**src/hw/rtl/sha1_pkg.sv**
```systemverilog
`default_nettype none

package sha1_pkg;

  localparam int BLOCK_BYTES  = 64;
  localparam int LEN_POS      = 56;
  localparam int ROUNDS       = 80;
  localparam int DIGEST_WORDS = 5;

  localparam logic [7:0] PAD_MARK = 8'h80;

  localparam logic [31:0] K0 = 32'h5A827999;
  localparam logic [31:0] K1 = 32'h6ED9EBA1;
  localparam logic [31:0] K2 = 32'h8F1BBCDC;
  localparam logic [31:0] K3 = 32'hCA62C1D6;

  // element 0 is H0
  localparam logic [4:0][31:0] H_INIT = {
    32'hC3D2E1F0, 32'h10325476, 32'h98BADCFE, 32'hEFCDAB89, 32'h67452301
  };

  typedef logic [4:0][31:0] work_t;

  typedef enum logic [2:0] {
    S_IDLE,
    S_PAD,
    S_ROUND,
    S_UPDATE,
    S_OUT
  } state_t;

  typedef enum logic [1:0] {
    BSEL_DATA,
    BSEL_MARK,
    BSEL_ZERO,
    BSEL_LEN
  } byte_sel_t;

  typedef struct packed {
    logic       shift;
    byte_sel_t  sel;
    logic [2:0] len_idx;
    logic       count_bits;
    logic       load_work;
    logic       round;
    logic [6:0] rnd;
    logic       update;
    logic       reinit;
    logic       out_valid;
    logic [2:0] widx;
  } ctrl_t;

endpackage

`default_nettype wire

```
**src/hw/rtl/sha1_in_if.sv**
```systemverilog
`default_nettype none

interface sha1_in_if;
  logic       valid;
  logic       ready;
  logic [7:0] data_byte;
  logic       byte_valid;
  logic       is_last;

  modport source (output valid, output data_byte, output byte_valid, output is_last,
                  input ready);
  modport sink (input valid, input data_byte, input byte_valid, input is_last,
                output ready);
endinterface

`default_nettype wire

```
**src/hw/rtl/sha1_out_if.sv**
```systemverilog
`default_nettype none

interface sha1_out_if;
  logic        valid;
  logic        ready;
  logic [31:0] digest_word;
  logic [2:0]  word_index;
  logic        last_word;

  modport source (output valid, output digest_word, output word_index, output last_word,
                  input ready);
  modport sink (input valid, input digest_word, input word_index, input last_word,
                output ready);
endinterface

`default_nettype wire

```
**src/hw/rtl/sha1_round.sv**
```systemverilog
`default_nettype none

module sha1_round (
  input  var sha1_pkg::work_t work,
  input  var logic [31:0]     w,
  input  var logic [6:0]      rnd,
  output sha1_pkg::work_t     work_next
);
  import sha1_pkg::*;

  logic [31:0] a, b, c, d, e;
  logic [31:0] f;
  logic [31:0] k;

  assign a = work[0];
  assign b = work[1];
  assign c = work[2];
  assign d = work[3];
  assign e = work[4];

  always_comb begin
    if (rnd < 7'd20) begin
      f = (b & c) | (~b & d);
      k = K0;
    end else if (rnd < 7'd40) begin
      f = b ^ c ^ d;
      k = K1;
    end else if (rnd < 7'd60) begin
      f = (b & c) | (b & d) | (c & d);
      k = K2;
    end else begin
      f = b ^ c ^ d;
      k = K3;
    end
  end

  always_comb begin
    work_next[0] = {a[26:0], a[31:27]} + f + e + k + w;
    work_next[1] = a;
    work_next[2] = {b[1:0], b[31:2]};
    work_next[3] = c;
    work_next[4] = d;
  end

endmodule

`default_nettype wire

```
**src/hw/rtl/sha1_ctrl.sv**
```systemverilog
`default_nettype none

module sha1_ctrl (
  input  var logic        clk,
  input  var logic        rst,
  input  var logic        in_valid,
  input  var logic        byte_valid,
  input  var logic        is_last,
  input  var logic        out_ready,
  output logic            in_ready,
  output sha1_pkg::ctrl_t ctl
);
  import sha1_pkg::*;

  localparam logic [5:0] LAST_POS  = 6'(BLOCK_BYTES - 1);
  localparam logic [5:0] LEN_START = 6'(LEN_POS);
  localparam logic [6:0] LAST_RND  = 7'(ROUNDS - 1);
  localparam logic [2:0] LAST_WORD = 3'(DIGEST_WORDS - 1);

  state_t     state, state_next;
  logic [5:0] count;
  logic [6:0] rnd;
  logic [2:0] widx;
  logic       finishing;
  logic       mark_sent;
  logic       pad_extra;
  logic       len_done;
  logic       len_byte;

  assign in_ready = (state == S_IDLE) && !rst;
  assign len_byte = mark_sent && !pad_extra && (count >= LEN_START);

  always_comb begin
    state_next = state;
    case (state)
      S_IDLE: begin
        if (in_valid) begin
          if (byte_valid && count == LAST_POS) state_next = S_ROUND;
          else if (is_last) state_next = S_PAD;
        end
      end
      S_PAD: begin
        if (count == LAST_POS) state_next = S_ROUND;
      end
      S_ROUND: begin
        if (rnd == LAST_RND) state_next = S_UPDATE;
      end
      S_UPDATE: begin
        if (!finishing) state_next = S_IDLE;
        else if (len_done) state_next = S_OUT;
        else state_next = S_PAD;
      end
      S_OUT: begin
        if (out_ready && widx == LAST_WORD) state_next = S_IDLE;
      end
      default: state_next = S_IDLE;
    endcase
  end

  always_comb begin
    ctl            = '0;
    ctl.sel        = BSEL_DATA;
    ctl.len_idx    = count[2:0];
    ctl.rnd        = rnd;
    ctl.widx       = widx;
    case (state)
      S_IDLE: begin
        ctl.shift      = in_valid && byte_valid;
        ctl.count_bits = in_valid && byte_valid;
        ctl.load_work  = in_valid && byte_valid && (count == LAST_POS);
      end
      S_PAD: begin
        ctl.shift     = 1'b1;
        ctl.load_work = (count == LAST_POS);
        if (!mark_sent) ctl.sel = BSEL_MARK;
        else if (len_byte) ctl.sel = BSEL_LEN;
        else ctl.sel = BSEL_ZERO;
      end
      S_ROUND:  ctl.round  = 1'b1;
      S_UPDATE: ctl.update = 1'b1;
      S_OUT: begin
        ctl.out_valid = 1'b1;
        ctl.reinit    = out_ready && (widx == LAST_WORD);
      end
      default: ctl.sel = BSEL_DATA;
    endcase
  end

  always_ff @(posedge clk) begin
    if (rst) begin
      state     <= S_IDLE;
      count     <= '0;
      rnd       <= '0;
      widx      <= '0;
      finishing <= 1'b0;
      mark_sent <= 1'b0;
      pad_extra <= 1'b0;
      len_done  <= 1'b0;
    end else begin
      state <= state_next;
      if (ctl.shift) count <= count + 6'd1;
      rnd <= (state == S_ROUND && rnd != LAST_RND) ? rnd + 7'd1 : 7'd0;
      if (state == S_IDLE && in_valid && is_last) finishing <= 1'b1;
      if (state == S_PAD) begin
        if (!mark_sent) begin
          mark_sent <= 1'b1;
          pad_extra <= (count >= LEN_START) && (count != LAST_POS);
        end else if (pad_extra && count == LAST_POS) begin
          pad_extra <= 1'b0;
        end
        if (len_byte && count == LAST_POS) len_done <= 1'b1;
      end
      if (state == S_OUT && out_ready) begin
        widx <= (widx == LAST_WORD) ? 3'd0 : widx + 3'd1;
      end
      if (ctl.reinit) begin
        finishing <= 1'b0;
        mark_sent <= 1'b0;
        pad_extra <= 1'b0;
        len_done  <= 1'b0;
        count     <= '0;
      end
    end
  end

`ifndef ASSERT_OFF
  a_full_block_compresses: assert property (@(posedge clk) disable iff (rst)
    (state == S_PAD && count == LAST_POS) |=> (state == S_ROUND && rnd == 7'd0))
    else $error("full padded block did not start compression");

  a_idle_after_plain_block: assert property (@(posedge clk) disable iff (rst)
    (state == S_UPDATE && !finishing) |=> (state == S_IDLE))
    else $error("block update without last did not return to idle");

  a_output_block_aligned: assert property (@(posedge clk) disable iff (rst)
    (state == S_OUT) |-> (count == 6'd0 && len_done && finishing))
    else $error("digest output before padding finished");

  a_round_count_bounded: assert property (@(posedge clk) disable iff (rst)
    (state != S_ROUND) |-> (rnd == 7'd0))
    else $error("round counter running outside compression");

  a_no_accept_while_output: assert property (@(posedge clk) disable iff (rst)
    !(in_ready && ctl.out_valid))
    else $error("input ready while digest pending");
`endif

endmodule

`default_nettype wire

```
**src/hw/rtl/sha1_hash_engine.sv**
```systemverilog
// SHA-1 hash engine.
// Input channel msg carries one beat per message byte: data_byte is absorbed
// when byte_valid is set; is_last closes the message (a last beat with
// byte_valid low closes it without a byte). A beat with neither does nothing.
// Output channel digest returns five beats per message: the 160-bit digest as
// 32-bit words, H0 first, word_index 0..4, last_word set on the fifth beat.
// The 64th byte of a block starts the compression: 80 rounds at one round
// per cycle on a single round unit, then a fold into the chaining words.
// On a last beat that leaves p bytes pending, 64 - p padding bytes are
// shifted in at one per cycle and the block is compressed; with p of 56 or
// more an extra padded block follows, and a last byte that completes a
// block first has that block compressed on its own.
// msg.ready is low during reset, compression, padding and digest output.
// If the receiver stalls, the current digest word holds until taken; the
// engine re-initializes after the fifth beat and then takes new bytes.
// Reset (rst, synchronous) loads the initial chaining values and clears the
// length count; the engine is ready as soon as reset is released.
`default_nettype none

module sha1_hash_engine (
  input  var logic  clk,
  input  var logic  rst,
  sha1_in_if.sink   msg,
  sha1_out_if.source digest
);
  import sha1_pkg::*;

  ctrl_t            ctl;
  logic [511:0]     blk;
  work_t            work;
  work_t            work_next;
  logic [4:0][31:0] chain;
  logic [7:0][7:0]  bitlen;
  logic [7:0]       shift_byte;
  logic [31:0]      sched_mix;
  logic [31:0]      sched_new;
  logic [31:0]      w0;

  sha1_ctrl u_ctrl (
    .clk        (clk),
    .rst        (rst),
    .in_valid   (msg.valid),
    .byte_valid (msg.byte_valid),
    .is_last    (msg.is_last),
    .out_ready  (digest.ready),
    .in_ready   (msg.ready),
    .ctl        (ctl)
  );

  sha1_round u_round (
    .work      (work),
    .w         (w0),
    .rnd       (ctl.rnd),
    .work_next (work_next)
  );

  // window word i sits at blk[511-32i -: 32]
  assign w0        = blk[511:480];
  assign sched_mix = blk[95:64] ^ blk[255:224] ^ blk[447:416] ^ w0;
  assign sched_new = {sched_mix[30:0], sched_mix[31]};

  always_comb begin
    case (ctl.sel)
      BSEL_DATA: shift_byte = msg.data_byte;
      BSEL_MARK: shift_byte = PAD_MARK;
      BSEL_ZERO: shift_byte = 8'h00;
      BSEL_LEN:  shift_byte = bitlen[3'd7 - ctl.len_idx];
      default:   shift_byte = 8'h00;
    endcase
  end

  always_ff @(posedge clk) begin
    if (ctl.shift) blk <= {blk[503:0], shift_byte};
    else if (ctl.round) blk <= {blk[479:0], sched_new};
  end

  always_ff @(posedge clk) begin
    if (ctl.load_work) work <= chain;
    else if (ctl.round) work <= work_next;
  end

  always_ff @(posedge clk) begin
    if (rst) begin
      chain  <= H_INIT;
      bitlen <= '0;
    end else begin
      if (ctl.update) begin
        for (int i = 0; i < DIGEST_WORDS; i++) chain[i] <= chain[i] + work[i];
      end
      if (ctl.count_bits) bitlen <= bitlen + 64'd8;
      if (ctl.reinit) begin
        chain  <= H_INIT;
        bitlen <= '0;
      end
    end
  end

  assign digest.valid       = ctl.out_valid;
  assign digest.digest_word = chain[ctl.widx];
  assign digest.word_index  = ctl.widx;
  assign digest.last_word   = (ctl.widx == 3'(DIGEST_WORDS - 1));

endmodule

`default_nettype wire
```
**src/flat_wrapper.sv**
```systemverilog
// flat-port wrapper written by rule: the top's interface ports become plain ports
module sha1_hash_engine_flat import sha1_pkg::*;
  (clk, rst, msg_valid, msg_data_byte, msg_byte_valid, msg_is_last, msg_ready, digest_valid, digest_digest_word, digest_word_index, digest_last_word, digest_ready);
  sha1_in_if msg_i ();
  sha1_out_if digest_i ();
  input  var logic clk;
  input  var logic rst;
  input wire logic [$bits(msg_i.valid)-1:0] msg_valid;
  input wire logic [$bits(msg_i.data_byte)-1:0] msg_data_byte;
  input wire logic [$bits(msg_i.byte_valid)-1:0] msg_byte_valid;
  input wire logic [$bits(msg_i.is_last)-1:0] msg_is_last;
  output wire logic [$bits(msg_i.ready)-1:0] msg_ready;
  output wire logic [$bits(digest_i.valid)-1:0] digest_valid;
  output wire logic [$bits(digest_i.digest_word)-1:0] digest_digest_word;
  output wire logic [$bits(digest_i.word_index)-1:0] digest_word_index;
  output wire logic [$bits(digest_i.last_word)-1:0] digest_last_word;
  input wire logic [$bits(digest_i.ready)-1:0] digest_ready;
  assign msg_i.valid = msg_valid;
  assign msg_i.data_byte = msg_data_byte;
  assign msg_i.byte_valid = msg_byte_valid;
  assign msg_i.is_last = msg_is_last;
  assign msg_ready = msg_i.ready;
  assign digest_valid = digest_i.valid;
  assign digest_digest_word = digest_i.digest_word;
  assign digest_word_index = digest_i.word_index;
  assign digest_last_word = digest_i.last_word;
  assign digest_i.ready = digest_ready;
  sha1_hash_engine u_core (.clk(clk), .rst(rst), .msg(msg_i), .digest(digest_i));
endmodule
```
**config.mk**
```make
export PLATFORM = sky130hd
export DESIGN_NAME = sha1_hash_engine_flat
export DESIGN_NICKNAME = d
export VERILOG_FILES = /design/src/hw/rtl/sha1_pkg.sv /design/src/hw/rtl/sha1_in_if.sv /design/src/hw/rtl/sha1_out_if.sv /design/src/hw/rtl/sha1_round.sv /design/src/hw/rtl/sha1_ctrl.sv /design/src/hw/rtl/sha1_hash_engine.sv /design/src/flat_wrapper.sv
export SDC_FILE = /design/constraint.sdc
export NUM_CORES = 2
export LEC_CHECK = 0
export BUFFER_PORTS_ARGS = -buffer_cell sky130_fd_sc_hd__buf_2
export CELL_PAD_IN_SITES_DETAIL_PLACEMENT = 0
export CELL_PAD_IN_SITES_GLOBAL_PLACEMENT = 1
export CORE_ASPECT_RATIO = 0.9
export CORE_MARGIN = 3
export CORE_UTILIZATION = 52
export CTS_BUF_LIST = sky130_fd_sc_hd__clkbuf_16
export DETAILED_ROUTE_END_ITERATION = 6
export PLACE_DENSITY = 0.8
export SLEW_MARGIN = 20
export SYNTH_ARGS = -nofsm -noshare
export SYNTH_HDL_FRONTEND = slang
export SYNTH_SLANG_ARGS = --single-unit
```
**constraint.sdc**
```tcl
create_clock -name clk -period 52 [get_ports clk]
set_input_delay 5.2 -clock clk [delete_from_list [all_inputs] [get_ports clk]]
set_output_delay 5.2 -clock clk [all_outputs]
set_load 0.02 [all_outputs]
```
==> metrics.md <==
| Metric | Value |
|---|---|
| Post-synth net total | `5109` |
| DP Area | `0.0542 mm^2` |
| Grt peak-use layer | `met2` |
| First-pass GRT wire length | `201 mm` |
| Hold depth | `1` |
| Area growth, synth to finish | `9.08%` |
| Initial antenna violation count | `0` |
| Reg2reg setup slack | `44.84 ns` |
| Distinct cells, synth | `92` |
| Post-cts resize count | `0` |
| Worst ir drop on vdd | `approximately 54 uV` |
| Port Buffers | `51` |
| Max-slew violations | `0` |
| Predominant post-synthesis flop cell | `edfxtp_1` |
| Hold Crit Class | `reg2reg` |
| CP max FO | `10` |
| Met1 Use GR | `0.363` |
| RD Place Congestion | `0.875` |
| Layout cells sized above 1 | `0.168` |
| Largest net degree at the start of global routing | `roughly 180` |
| Starting Density | `0.525` |
| RSZ-0062 raised after global routing | `no` |
| Synth area leader | `edfxtp_1` |
| Mapped cell area | `0.0527 mm^2` |
| Dpl hpwl | `90.1 mm` |
| Largest cells by area after synthesis | `edfxtp_1 38%, mux2_2 10%, dfxtp_1 9.3%` |
| Area fraction of the dominant cell type after synthesis | `0.383` |
| Final wirelength | `between 100 and 150 mm` |
| DR pass1 iterations | `5` |
| Vias in the first global route | `34300` |
| Core Area | `0.100 mm^2` |
| Reg clk slew, reported paths | `roughly 0.06 ns` |
| Fill count | `8350` |
| WHS | `0.451 ns` |
| Logic depth of the worst register-to-register path | `24` |
| Die span in x | `342 um` |
| Rows | `110` |
| Crit path required time | `46.80 ns` |
| PwrDens | `72.1 mW/mm^2` |
| Setup_tns | `0 ns` |
| Post-synthesis register bit count | `about 920` |
| Via density | `between 5 and 6` |
| CTS tree | `done` |
| GRT met3 Usage | `0.0307` |
| Initial DRC count | `around 3500` |
| Post-synth EDFFs | `672` |
| CTS Hold Bufs | `0` |
| Startpoint types | `primary input` |
| Final setup fails | `0` |
| # DRC | `0` |
| Drt wl/cell | `approximately 21 um` |
| CTS Buf Count | `~100` |
| Max Cap Viol | `0` |
| Minimum clock period | `10.86 ns` |
| Register area share after synthesis | `0.475` |
| Outcome | `complete, no violations` |
| Die footprint | `0.105 mm^2` |
| Slew margin rel. | `0.273` |
| Avg Inst Size Synth | `approximately 11 um^2` |
| Worst Clk Skew | `0.0315 ns` |
| Grt ovf | `0` |
| Post-Syn Instances | `4751` |
| Met2 GRT Util | `0.375` |
| CTS Sinks | `a little over 900` |
| Ys Warns | `0` |
| Maximum clock path buffer count | `3` |
| Total GRT Usage | `0.245` |
| Fin area | `0.0575 mm^2` |
| Tightest Pin Transition | `1.09 ns` |
| Hold Vio Cnt, Final | `0` |
| Critical path class | `in2out` |
| Vias | `approximately 36000` |
| Clk Latency, worst-skew pair | `0.70 ns` |
| IO Pins | `52` |
| Max Clock Freq | `0.0920 GHz` |
| ANT cells | `0` |
| Nets | `slightly above 5000` |
| Setup repair bufs after CTS | `0` |
| Tcrit/Tclk final | `0.209` |
| Critical Path End Type | `output pin` |
| Leakage dissipation | `~22 nW` |
| Async set-reset flop share out of synthesis | `0` |
| Die Ht | `308 um` |
| Arr. time, crit path | `5.66 ns` |
| ANT nets after route | `0` |
| Htree depth | `3` |
| Clk root buf | `clkbuf_16` |
-- cell families (layout without fill, tap and decap cells) --
group	count (synthesis)	in the layout	synth area share
compound gates	862	862	0.103
xor+xnor	298	298	0.0495
fa+ha+maj	344	344	0.0987
buf+inv	444	506	0.0320
flops	916	916	0.475
mux	555	555	0.127
simple gates	1332	1332	0.114
-- layer usage --
| metal | vias up | share of wire |
|---|---|---|
| li1 | 17000 | - |
| met1 | 17600 | 0.47 |
| met2 | 906 | 0.44 |
| met3 | 177 | 0.054 |
| met4 | 0 | 0.032 |
| met5 | - | 0 |
-- power by group --
part	switching [W]	internal [W]	total [W]
clock network	0.000305	0.000413	0.000718
registers	0.000214	0.00130	0.00151
logic	0.00104	0.000878	0.00192
-- per-stage QoR --
stage	cells	setup WS [ns]	util	total power, W
finish	6157	41.14	0.573	0.00415
CTS	6157	41.14	0.573	0.00417
floorplan	4751	13.52	-	0.00335
global placement	5972	41.14	0.540	0.00339
detailed placement	5972	41.14	0.540	0.00343
global route	6157	41.12	0.573	0.00444
-- registers in the layout (all words and copies together), names as in the netlist --
register / cells
u_core.bitlen: 61
u_core.blk: 512
u_core.chain: 160
u_core.work: 160
u_core.u_ctrl.widx: 3
u_core.u_ctrl.pad_extra: 1
u_core.u_ctrl.rnd: 7
u_core.u_ctrl.mark_sent: 1
u_core.u_ctrl.count: 6
u_core.u_ctrl.finishing: 1
u_core.u_ctrl.state: 3
u_core.u_ctrl.len_done: 1
-- layout make-up --
class / instances / area (um^2) / share of cell area
sequential: 916 / 25100 / 0.436
tap: 1344 / 1680 / 0.0292
clock buffer: 101 / 2530 / 0.0440
timing repair buffer: 84 / 553 / 0.00962
inverter: 237 / 890 / 0.0155
clock inverter: 84 / 761 / 0.0132
multi-input combinational: 3391 / 26000 / 0.453
-- synthesized netlist by cell type, types with 34 or more instances --
master    number
a211oi_1      35
a21oi_1      253
fa_1         120
a21o_1        91
nand3_1       74
dfxtp_1      244
xnor2_1      196
mux2_2       480
edfxtp_1     672
ha_1         224
nor2b_1       50
mux4_2        45
or3_1         34
nor3_1        56
nor2_1       242
o211ai_1      56
o21ai_0      220
inv_1        237
xor2_1       102
clkbuf_1     175
nand2_1      707
-- critical path: stages --
cell	delay (ns)
buf_2	0.18
nor2_1	0.12
buf_2	0.17
-- final timing paths --
check,from,endpoint
max reg2reg,u_core.u_ctrl.rnd[4],u_core.work[30]
min,u_core.u_ctrl.rnd[0],u_core.u_ctrl.rnd[0]
min reg2reg,u_core.u_ctrl.rnd[0],u_core.u_ctrl.rnd[0]
max,rst,msg_ready
-- placed cells by master (no fill, tap or decap), types with 30 or more instances in the layout --
cell type,n
xor2_1,102
nor2b_1,50
nand2_1,705
a21o_1,90
buf_2,51
mux4_2,45
a21oi_1,252
clkbuf_16,101
dfxtp_1,241
nor3_1,56
edfxtp_1,672
o21ai_0,219
nor2_1,242
ha_1,224
fa_1,120
nand3_1,74
inv_1,261
mux2_2,480
xnor2_1,196
a211oi_1,35
or3_1,34
o211ai_1,56
mux2i_1,30
(Power assumes the default switching activity.)
